File: config.mk
export PLATFORM = sky130hd
export DESIGN_NAME = idllm_front
export DESIGN_NICKNAME = d
export VERILOG_FILES = /design/src/rtl/idllm_pkg.sv /design/src/rtl/idllm_front.sv
export SDC_FILE = /design/constraint.sdc
export NUM_CORES = 1
export LEC_CHECK = 0
export ABC_AREA = 1
export BUFFER_PORTS_ARGS = -buffer_cell sky130_fd_sc_hd__buf_2
export CAP_MARGIN = 5
export CORE_MARGIN = 4
export CORE_UTILIZATION = 47
export CTS_CLUSTER_DIAMETER = 30
export DETAILED_ROUTE_END_ITERATION = 7
export PLACE_DENSITY = 0.88
export SYNTH_ARGS = -nofsm -noshare
export SYNTH_HDL_FRONTEND = slang
export SYNTH_SLANG_ARGS = --single-unit
File: constraint.sdc
create_clock -name clk -period 3.9 [get_ports clk]
set_clock_uncertainty 0.05 [all_clocks]
set_input_delay 0.39 -clock clk [delete_from_list [all_inputs] [get_ports clk]]
set_output_delay 0.39 -clock clk [all_outputs]
set_load 0.1 [all_outputs]
File: src/rtl/idllm_pkg.sv
// ----------------------------------------------------------------------------
// idllm_pkg
// Shared types and codes of the indexed doubly linked list manager.
// ----------------------------------------------------------------------------
package idllm_pkg;

	typedef enum logic [2:0] {
		ACT_PUSH_HEAD = 3'd0,
		ACT_PUSH_TAIL = 3'd1,
		ACT_POP_HEAD  = 3'd2,
		ACT_POP_TAIL  = 3'd3,
		ACT_INS_RIGHT = 3'd4,
		ACT_INS_LEFT  = 3'd5,
		ACT_DELETE    = 3'd6,
		ACT_READ      = 3'd7
	} act_t;

	localparam logic [1:0] STS_OK    = 2'd0;
	localparam logic [1:0] STS_FULL  = 2'd1;
	localparam logic [1:0] STS_EMPTY = 2'd2;
	localparam logic [1:0] STS_BAD   = 2'd3;

	typedef struct packed {
		logic [2:0]  action;
		logic [7:0]  position;
		logic [63:0] value;
	} req_t;

	typedef struct packed {
		logic [1:0]  status;
		logic [7:0]  slot;
		logic [63:0] node_value_out;
		logic [7:0]  node_prev_out;
		logic [7:0]  node_next_out;
		logic [7:0]  element_count;
	} rsp_t;

	typedef struct packed {
		act_t        act;
		logic        pos_bad;
		logic [7:0]  pos;
		logic [63:0] value;
	} item_t;

	typedef enum logic [3:0] {
		ST_CLR,
		ST_IDLE,
		ST_CHK,
		ST_TAKE,
		ST_LINK1,
		ST_LINK2,
		ST_POP,
		ST_FREE1,
		ST_FREE2,
		ST_DONE
	} state_t;

endpackage

File: src/rtl/idllm_front.sv
// ----------------------------------------------------------------------------
// idllm_front
// Accepts request beats, decodes them and holds them in a two-entry queue.
// ----------------------------------------------------------------------------
module idllm_front #(
	parameter int SLOTS = 256
) (
	input  logic               clk,
	input  logic               arst_n,
	input  logic               push,
	output logic               full,
	input  idllm_pkg::req_t    req,
	output logic               q_valid,
	output idllm_pkg::item_t   q_item,
	input  logic               q_take
);

	idllm_pkg::item_t mem_q [2];
	idllm_pkg::item_t cls;
	logic             wr_q, rd_q;
	logic [1:0]       cnt_q;
	logic             do_wr, do_rd;

	always_comb begin
		cls.act     = idllm_pkg::act_t'(req.action);
		cls.pos     = req.position;
		cls.value   = req.value;
		cls.pos_bad = (req.position == 8'd0) || ({24'd0, req.position} >= 32'(SLOTS));
	end

	assign full    = (cnt_q == 2'd2);
	assign q_valid = (cnt_q != 2'd0);
	assign q_item  = mem_q[rd_q];
	assign do_wr   = push && !full;
	assign do_rd   = q_take && q_valid;

	always_ff @(posedge clk) begin
		if (do_wr) begin
			mem_q[wr_q] <= cls;
		end
	end

	always_ff @(posedge clk or negedge arst_n) begin
		if (!arst_n) begin
			wr_q  <= 1'b0;
			rd_q  <= 1'b0;
			cnt_q <= 2'd0;
		end else begin
			if (do_wr) begin
				wr_q <= !wr_q;
			end
			if (do_rd) begin
				rd_q <= !rd_q;
			end
			if (do_wr && !do_rd) begin
				cnt_q <= cnt_q + 2'd1;
			end else if (do_rd && !do_wr) begin
				cnt_q <= cnt_q - 2'd1;
			end
		end
	end

endmodule

==> qor.txt, run 1 <==
Unrepaired setup endpoints after global routing = false
Simple-gate share of the synthesized area = 0.164
Clock buffer depth = 2
Via density = 4.74
Die Ht = 119 um
Root Buffer = clkbuf_16
Post-synth EDFFs = 152
Critical path class = reg -> out
Vias post-DR = 3701
Die area = 14200 sq um
GRT Overall Usage = 0.162
Synth Register Bits = 156
Setup violations, final = 0
Post-synth cell types = 14
Crit path DAT = 2520 ps
Final weighted congestion in routability-driven placement = 0.748
I/O Buffers = 156
Most used DFF post-synth = edfxtp_1
Synth Area in XOR/XNOR = 0.00151
Fin nets = 679
Hpwl dp = 7330 um
Worst hold-check path type = in -> reg
Total wire length = 11100 um
Worst path max stage delay = 700 ps
Pre-CTS WS = 1360 ps
DRC viols = 0
CP Buf/Inv Count = 2
Yosys warning count = 0
Starting Density = 0.481
Required time of the worst setup path = 3460 ps
Clock-pin transition on the worst setup and hold timing paths = 60 ps
Vias in the first global route = 3817
Aggregate global routing overflow = 0
Top cells by count, synth = 241 x nand2_1, 152 x edfxtp_1, 9 x buf_2
Top cell by count, worst path = nand2_1
Final setup margin = 945 ps
Initial antenna violation count = 0
Final max-slew violation count = 0
Number of hold violations in the final report = 0
H-tree Lvls = 4
1st-iter DRT viols = 203
Routed length per placed instance = 14.2 um
Die X = 119 um
Core ar. = 12100 sq um
CP delay by family, top = buffers and inverters
Post-synthesis sequential area ratio = 0.804
Adder-Cell Fraction of Synth Area = 0.00216
Mux contribution to synthesized area = 0
First-pass GRT wire length = 18000 um
I/O Pins = 157
Crit end category = output port
Antenna Nets Post-Route = 0
Synth Area in Compound Gates = 0.000863
Crit share post-route = 0.758
Total negative slack = 0 ps
Ys async rst share = 0.0256
Critical path's slowest cell = inv_4
CP startpoint kind = register
Worst Path Max Fanout = 77
Num Clock Sinks = 156
Diodes inserted = 0
Largest net degree at the start of global routing = 78
Most area-consuming cells after synthesis = edfxtp_1 79%, nand2_1 16%, dfrtp_1 1.7%
TritonCTS clock tree = yes
Most common cell in the netlist = nand2_1
Peak Freq = 338 MHz
Leading area contributor after synthesis = edfxtp_1
Core Rows = 40
Share of post-route cells with drive strength above 1 = 0.317
# resized after CTS = 0
Max_cap viols = 0
First-pass detailed-route iteration total = 5
Post-synth top area share = 0.787
Largest family of logic cells by synthesized area = simple AND/OR/NAND/NOR gates
Mean Syn Cell Area = 13.3 sq um
Synth Instances = 436
Fin crit period = 2960 ps
Area growth from synthesis to layout = 26.0%
Cts bufs inserted = 17
Worst skew pair latency = 400 ps
Slew @ Worst Pin = 765 ps
CP cell instances = inv_4 -> nand2_1 -> nand2_1 -> buf_2
Syn_nets = 516
Synth Cell Area = 5800 sq um
Status = complete, no violations
Slew margin rel. = 0.490
Post-CTS Setup Repair Bufs = 0
-- timing repair --
action / 4_1_cts / 5_1_grt
endpoints found under the setup margin: 0 / 0
hold buffers: 1 / 0
hold endpoints to repair: 4 / 0
-- through the flow --
step | hold WS (ps) | cell area [sq um] | util | std cells
final | 118 | 7300 | 0.606 | 780
after global routing | 98.0 | 7300 | 0.606 | 780
after CTS | 97.0 | 7300 | 0.606 | 780
after detailed placement | 151 | 6720 | 0.557 | 747
after global placement | 149 | 6720 | 0.557 | 747
after floorplan | 44.4 | 5800 | - | 436
-- kinds of logic (layout without fill, tap and decap cells) --
family	count (synthesis)	after routing
and+or+nand+nor	252	252
DFF	156	156
buffers and inverters	25	201
adders and majority gates	1	1
AOI/OAI and AO/OA	1	1
xor gates and xnor gates	1	1
-- worst register-to-register path, stage by stage (launching register included) --
cell and delay [ps]:
dfrtp_1 440, nor2_1 200, nor2_1 90, nand2_1 100
clkinv_2 560, buf_12 470
-- layer usage --
layer | global-route usage | wire length [um] | vias to the layer above
met5 | 0 | 0 | -
met4 | 0.0608 | 212 | 0
met3 | 0.0660 | 830 | 23
met2 | 0.278 | 5710 | 123
met1 | 0.181 | 4340 | 1770
li1 | - | - | 1785
-- sequential cells by signal, summed over array words and instances (netlist names) --
name,flops
rd_q,1
wr_q,1
cnt_q,2
mem_q,152
-- cells in the final DEF (no fill, tap or decap) --
master and instances:
nand2_1 241, buf_2 156, edfxtp_1 152, clkbuf_16 17, nor2_1 7, inv_1 6, clkinv_4 5, clkinvlp_4 4
clkinv_2 3, dfrtp_1 3, buf_4 3, nand3_1 2, clkinv_1 2, bufinv_16 2, inv_4 1, o21ai_0 1
nor2_4 1, xnor2_1 1, nand4_1 1, ha_1 1, dlygate4sd3_1 1, buf_12 1, dfrtp_2 1
-- area by class of cell --
class                      instances  area (sq um)
clock inverter                    15           151
sequential                       156          4670
inverter                           8          33.8
multi-input combinational        255           985
timing repair buffer             161           833
fill                             907          4760
tap                              168           210
clock buffer                      17           425
-- final timing paths --
kind / cells after the start / endpoint / slack (ps) / startpoint
min in group asynchronous: 2 / cnt_q[0] / 320 / arst_n
min reg2reg: 2 / cnt_q[1] / 440 / cnt_q[1]
max in group asynchronous: 2 / rd_q / 3350 / arst_n
max: 4 / q_item[70] / 940 / rd_q
max reg2reg: 5 / mem_q[0][0] / 1710 / cnt_q[0]
min: 1 / mem_q[0][4] / 120 / req[4]
Power of run 1 is left out: the tool's default activity adds up to more than one toggle a clock period on the data nets, which glitch-free logic cannot reach.
==> run 2, diff against run 1 <==
ABC_AREA = 0   (was 1)
PLACE_DENSITY = 0.87   (was 0.88)
clock period = 2.7 ns   (was 3.9 ns; I/O delays follow)
==> run 2 against run 1 <==
Via count down 12%. Register-to-register slack worse by 890 ps. Global-route usage up 0.81 points. Highest routed layer unchanged. Die area up 0.62%. Count of clock-buffer cells in the layout up 2. First-iteration DRC count up 4.9%. Sequential share of layout area down 6.2 points. Worst hold slack worse by 90 ps. Final area up 11%. Critical path depth down 1. Cell count down 12%.
==> qor.txt, run 2 <==
Post-synth cell types = 17
Seq. cell area = 4670 sq um
R2r setup slk = 820 ps
Largest net degree at the start of global routing = 77
Most used DFF post-synth = edfxtp_1
Synth Register Bits = 156
Worst Path Max Fanout = 76
Most frequent cells in the layout = 156 x buf_2, 152 x edfxtp_1, 74 x dlygate4sd3_1
Critical path's slowest cell = dfrtp_4
Post-synth EDFFs = 152
Worst setup endpoint = q_item[1]
Clock-pin transition on the worst setup and hold timing paths = 60 ps
Most flop-heavy register = mem_q
Hpwl dp = 6920 um
Core Rows = 40
Number of hold violations in the final report = 0
Ys async rst share = 0.0256
Fin crit period = 2340 ps
Clock buffer depth = 2
Largest register FFs = 152
Crit share post-route = 0.868
Required time of the worst setup path = 2380 ps
1st-iter DRT viols = 213
Worst hold-check path type = in -> reg
CP cell instances = buf_12 -> mux2_2 -> buf_2
Via density = 4.78
Crit end category = output port
Yosys warning count = 0
Final weighted congestion in routability-driven placement = 0.766
Num Clock Sinks = 156
Post-synthesis sequential area ratio = 0.799
DRC viols = 0
Die area = 14300 sq um
Worst path max stage delay = 430 ps
Die X = 119 um
Total negative slack = 0 ps
R2r worst-path depth = 3
Area growth from synthesis to layout = 38.6%
Core ar. = 12100 sq um
Aggregate global routing overflow = 0
I/O Buffers = 156
Cts bufs inserted = 17
Critical path class = reg -> out
Final max-slew violation count = 0
Fin nets = 583
Die Ht = 119 um
Total wire length = 11800 um
CP startpoint kind = register
Slew @ Worst Pin = 544 ps
Routed length per placed instance = 17.3 um
Syn_nets = 339
Leading area contributor after synthesis = edfxtp_1
First-pass GRT wire length = 18400 um
Share of post-route cells with drive strength above 1 = 0.521
TritonCTS clock tree = yes
Synth Instances = 259
Most common cell after layout, fill and taps aside = buf_2
Vias post-DR = 3272
Biggest regs = mem_q: 152 flops, cnt_q: 2 flops
H-tree Lvls = 4
Status = complete, no violations
Antenna Nets Post-Route = 0
Multi-input gate area = 1090 sq um
GRT Overall Usage = 0.170
I/O Pins = 157
First-pass detailed-route iteration total = 6
R2r startpoint = cnt_q[0]
CP delay by family, top = buffers and inverters
CP Buf/Inv Count = 2
Max_cap viols = 0
Vias in the first global route = 3588
Worst reg2reg endpoint = mem_q[1][11]
Crit path depth = 3
Fillers = 781
Synth Cell Area = 5840 sq um
Most common cell in the netlist = edfxtp_1
Post-synth top area share = 0.782
Initial antenna violation count = 0
Diodes inserted = 0
Unrepaired setup endpoints after global routing = false
Most area-consuming cells after synthesis = edfxtp_1 78%, mux2_2 8.9%, mux2_4 7.7%
Mean Syn Cell Area = 22.5 sq um
Starting Density = 0.484
Peak Freq = 427 MHz
Top cells by count, synth = 152 x edfxtp_1, 46 x mux2_2, 30 x mux2_4
Worst Setup SP = rd_q
Crit path DAT = 2020 ps
Worst skew pair latency = 410 ps
Slew margin rel. = 0.637
Setup violations, final = 0
Root Buffer = clkbuf_16
## run 2: changes by cell type after synthesis, moves of 3 or more
cell,delta
nand2_1,-239
mux2_2,+46
mux2_4,+30
buf_2,-5
inv_1,-5
nor2_1,-5
buf_4,-3
buf_6,-3
buf_8,+3
## run 2: metal layers
layer | track usage | vias to the layer above | part of all wire
li1 | - | 1512 | -
met1 | 0.190 | 1616 | 0.38
met2 | 0.301 | 126 | 0.55
met3 | 0.0470 | 18 | 0.051
met4 | 0.0795 | 0 | 0.020
met5 | 0 | - | 0
## run 2: worst min-delay path by stage
stage	start	endpoint	depth (start not counted)
6_report	req[48]	mem_q[1][48]	1
5_1_grt	req[48]	mem_q[0][48]	1
4_1_cts	req[64]	mem_q[1][64]	1
3_5_place_dp	arst_n	cnt_q[0]	1
3_3_place_gp	arst_n	cnt_q[1]	1
2_1_floorplan	arst_n	cnt_q[0]	0
## run 2: area by class of cell
| class | count | share of cell area |
|---|---|---|
| flip-flops and latches | 156 | 0.577 |
| repair buffers | 234 | 0.195 |
| multi-input cells | 92 | 0.135 |
| clock buffers | 19 | 0.0535 |
| well taps | 168 | 0.0260 |
| clock inverters | 13 | 0.0127 |
| inverters | 2 | 0.000928 |
## run 2: stage by stage
step / instance area (sq um) / utilization / instances / setup WS [ps] / hold slack (ps)
4_1_cts: 8090 / 0.671 / 684 / 375 / 1.92
3_3_place_gp: 6810 / 0.565 / 578 / 846 / 29.0
6_report: 8090 / 0.671 / 684 / 357 / 27.8
5_1_grt: 8090 / 0.671 / 684 / 303 / 5.13
2_1_floorplan: 5850 / - / 259 / 455 / -75.6
3_5_place_dp: 6810 / 0.565 / 578 / 823 / 37.7
## run 2: what timing repair did
item	4_1_cts	5_1_grt
hold buffers	74	0
setup buffers	0	0
resized for setup	0	0
endpoints found under the hold margin	150	0
## run 2: cell families after synthesis
kind of cell / after synthesis / share of synthesized area
xor+xnor: 5 / 0.00750
fa+ha+maj: 1 / 0.00214
simple gates: 10 / 0.00900
flops: 156 / 0.799
mux: 76 / 0.166
buf+inv: 11 / 0.0163
Power of run 2 is left out for the same reason.
==> run 3, diff against run 2 <==
REMOVE_ABC_BUFFERS = 1   (was not set)
==> run 3 against run 2 <==
Non-clock buffer count unchanged. Count of clock-buffer cells in the layout is 1 lower. Wire length decreased by 0.59%. Final area grew 0.51%. First-iteration DRC count rose by 0.47%. Register-to-register slack better by 50 ps. Worst hold slack worse by 8.3 ps. Worst setup slack got worse by 50 ps. Die area is the same. Critical path depth unchanged. Critical path type unchanged.
==> qor.txt, run 3 (same netlist as run 2, synthesis figures left out) <==
Status = complete, no violations
Post-DP Area = 6830 sq um
Aggregate global routing overflow = 0
Core Rows = 40
I/O Buffers = 156
Antenna Nets Post-Route = 0
Vias post-DR = 3282
Root Buffer = clkbuf_16
First-pass detailed-route iteration total = 4
1st-iter DRT viols = 214
Pre-CTS WS = 720 ps
Worst skew pair latency = 410 ps
Crit path DAT = 2070 ps
Diodes inserted = 0
H-tree Lvls = 4
Most common cell after layout, fill and taps aside = buf_2
Crit share post-route = 0.886
Critical path class = reg -> out
Most frequent cells in the layout = 156 x buf_2, 152 x edfxtp_1, 72 x dlygate4sd3_1
Number of hold violations in the final report = 0
Post-CTS Setup Repair Bufs = 0
CP cell instances = buf_4 -> mux2_2 -> buf_2
Slew @ Worst Pin = 607 ps
Fin crit period = 2390 ps
Most flop-heavy register = mem_q
Cts bufs inserted = 17
Share of post-route cells with drive strength above 1 = 0.522
Final setup margin = 307 ps
Vias in the first global route = 3695
Die X = 119 um
Post-route cell area = 8130 sq um
Total wire length = 11700 um
Initial antenna violation count = 0
Via density = 4.82
Routed length per placed instance = 17.3 um
Hpwl dp = 7040 um
Worst hold-check path type = in -> reg
CP delay by family, top = flip-flops
Core ar. = 12100 sq um
Final max-slew violation count = 0
Multi-input gate area = 1090 sq um
Fin nets = 583
GRT Overall Usage = 0.171
Biggest regs = mem_q: 152 flops, cnt_q: 2 flops
# resized after CTS = 0
Worst Path Max Fanout = 23
Peak Freq = 418 MHz
Area growth from synthesis to layout = 39.3%
I/O Pins = 157
First-pass GRT wire length = 18500 um
Max_cap viols = 0
TritonCTS clock tree = yes
Largest register FFs = 152
Die Ht = 119 um
CP startpoint kind = register
Required time of the worst setup path = 2380 ps
Crit end category = output port
DRC viols = 0
Clock buffer depth = 2
Slew margin rel. = 0.595
Worst path max stage delay = 630 ps
Critical path's slowest cell = dfrtp_4
Unrepaired setup endpoints after global routing = false
CP Buf/Inv Count = 2
Clock-pin transition on the worst setup and hold timing paths = 50 ps
Num Clock Sinks = 156
Starting Density = 0.484
Final weighted congestion in routability-driven placement = 0.693
Die area = 14300 sq um
Largest net degree at the start of global routing = 46
Fillers = 780
Seq. cell area = 4670 sq um
Setup violations, final = 0
[run 3: cell count changes in the layout (fill, tap and decap cells not counted)]
cell / previous run / this run
clkbuf_1: 2 / 1
clkinv_1: 1 / 2
dlygate4sd3_1: 74 / 72
buf_4: 2 / 4
bufinv_16: 1 / 4
clkinv_4: 1 / 0
clkinv_2: 6 / 5
clkinvlp_4: 4 / 0
[run 3: path summary, 6_finish.rpt]
kind / startpoint / end / slack [ps] / depth (start not counted)
worst max register to register: cnt_q[0] / mem_q[0][27] / 870 / 4
worst max-delay path: rd_q / q_item[16] / 310 / 3
min in group asynchronous: arst_n / cnt_q[0] / 140 / 2
worst min register to register: cnt_q[1] / cnt_q[1] / 440 / 1
worst min-delay path: req[45] / mem_q[0][45] / 20 / 1
max in group asynchronous: arst_n / rd_q / 2320 / 2
[run 3: metrics by stage]
stage | util | instances | hold slack [ps] | TNS, ps
CTS | 0.674 | 681 | 0.831 | 0
finish | 0.674 | 681 | 19.5 | 0
global placement | 0.566 | 580 | 26.7 | 0
floorplan | - | 250 | -75.6 | -181340
global route | 0.674 | 681 | 3.43 | 0
detailed placement | 0.566 | 580 | 33.1 | 0
[run 3: cell type report]
type / instances / share of cell area
clock buffers: 18 / 0.0528
clock inverters: 11 / 0.0188
inverters: 2 / 0.000924
multi-input cells: 92 / 0.134
flip-flops and latches: 156 / 0.574
well taps: 168 / 0.0259
repair buffers: 234 / 0.193
[run 3: layer usage]
| metal | share of wire | wire, um | track usage |
|---|---|---|---|
| met5 | 0 | 0 | 0 |
| met4 | 0.026 | 306 | 0.0766 |
| met3 | 0.058 | 683 | 0.0518 |
| met2 | 0.55 | 6510 | 0.312 |
| met1 | 0.36 | 4250 | 0.180 |
[run 3: repair_timing]
action                                  4_1_cts  5_1_grt
endpoints found under the setup margin        0        0
hold endpoints to repair                    143        0
hold buffers                                 72        0
Power of run 3 is left out for the same reason.
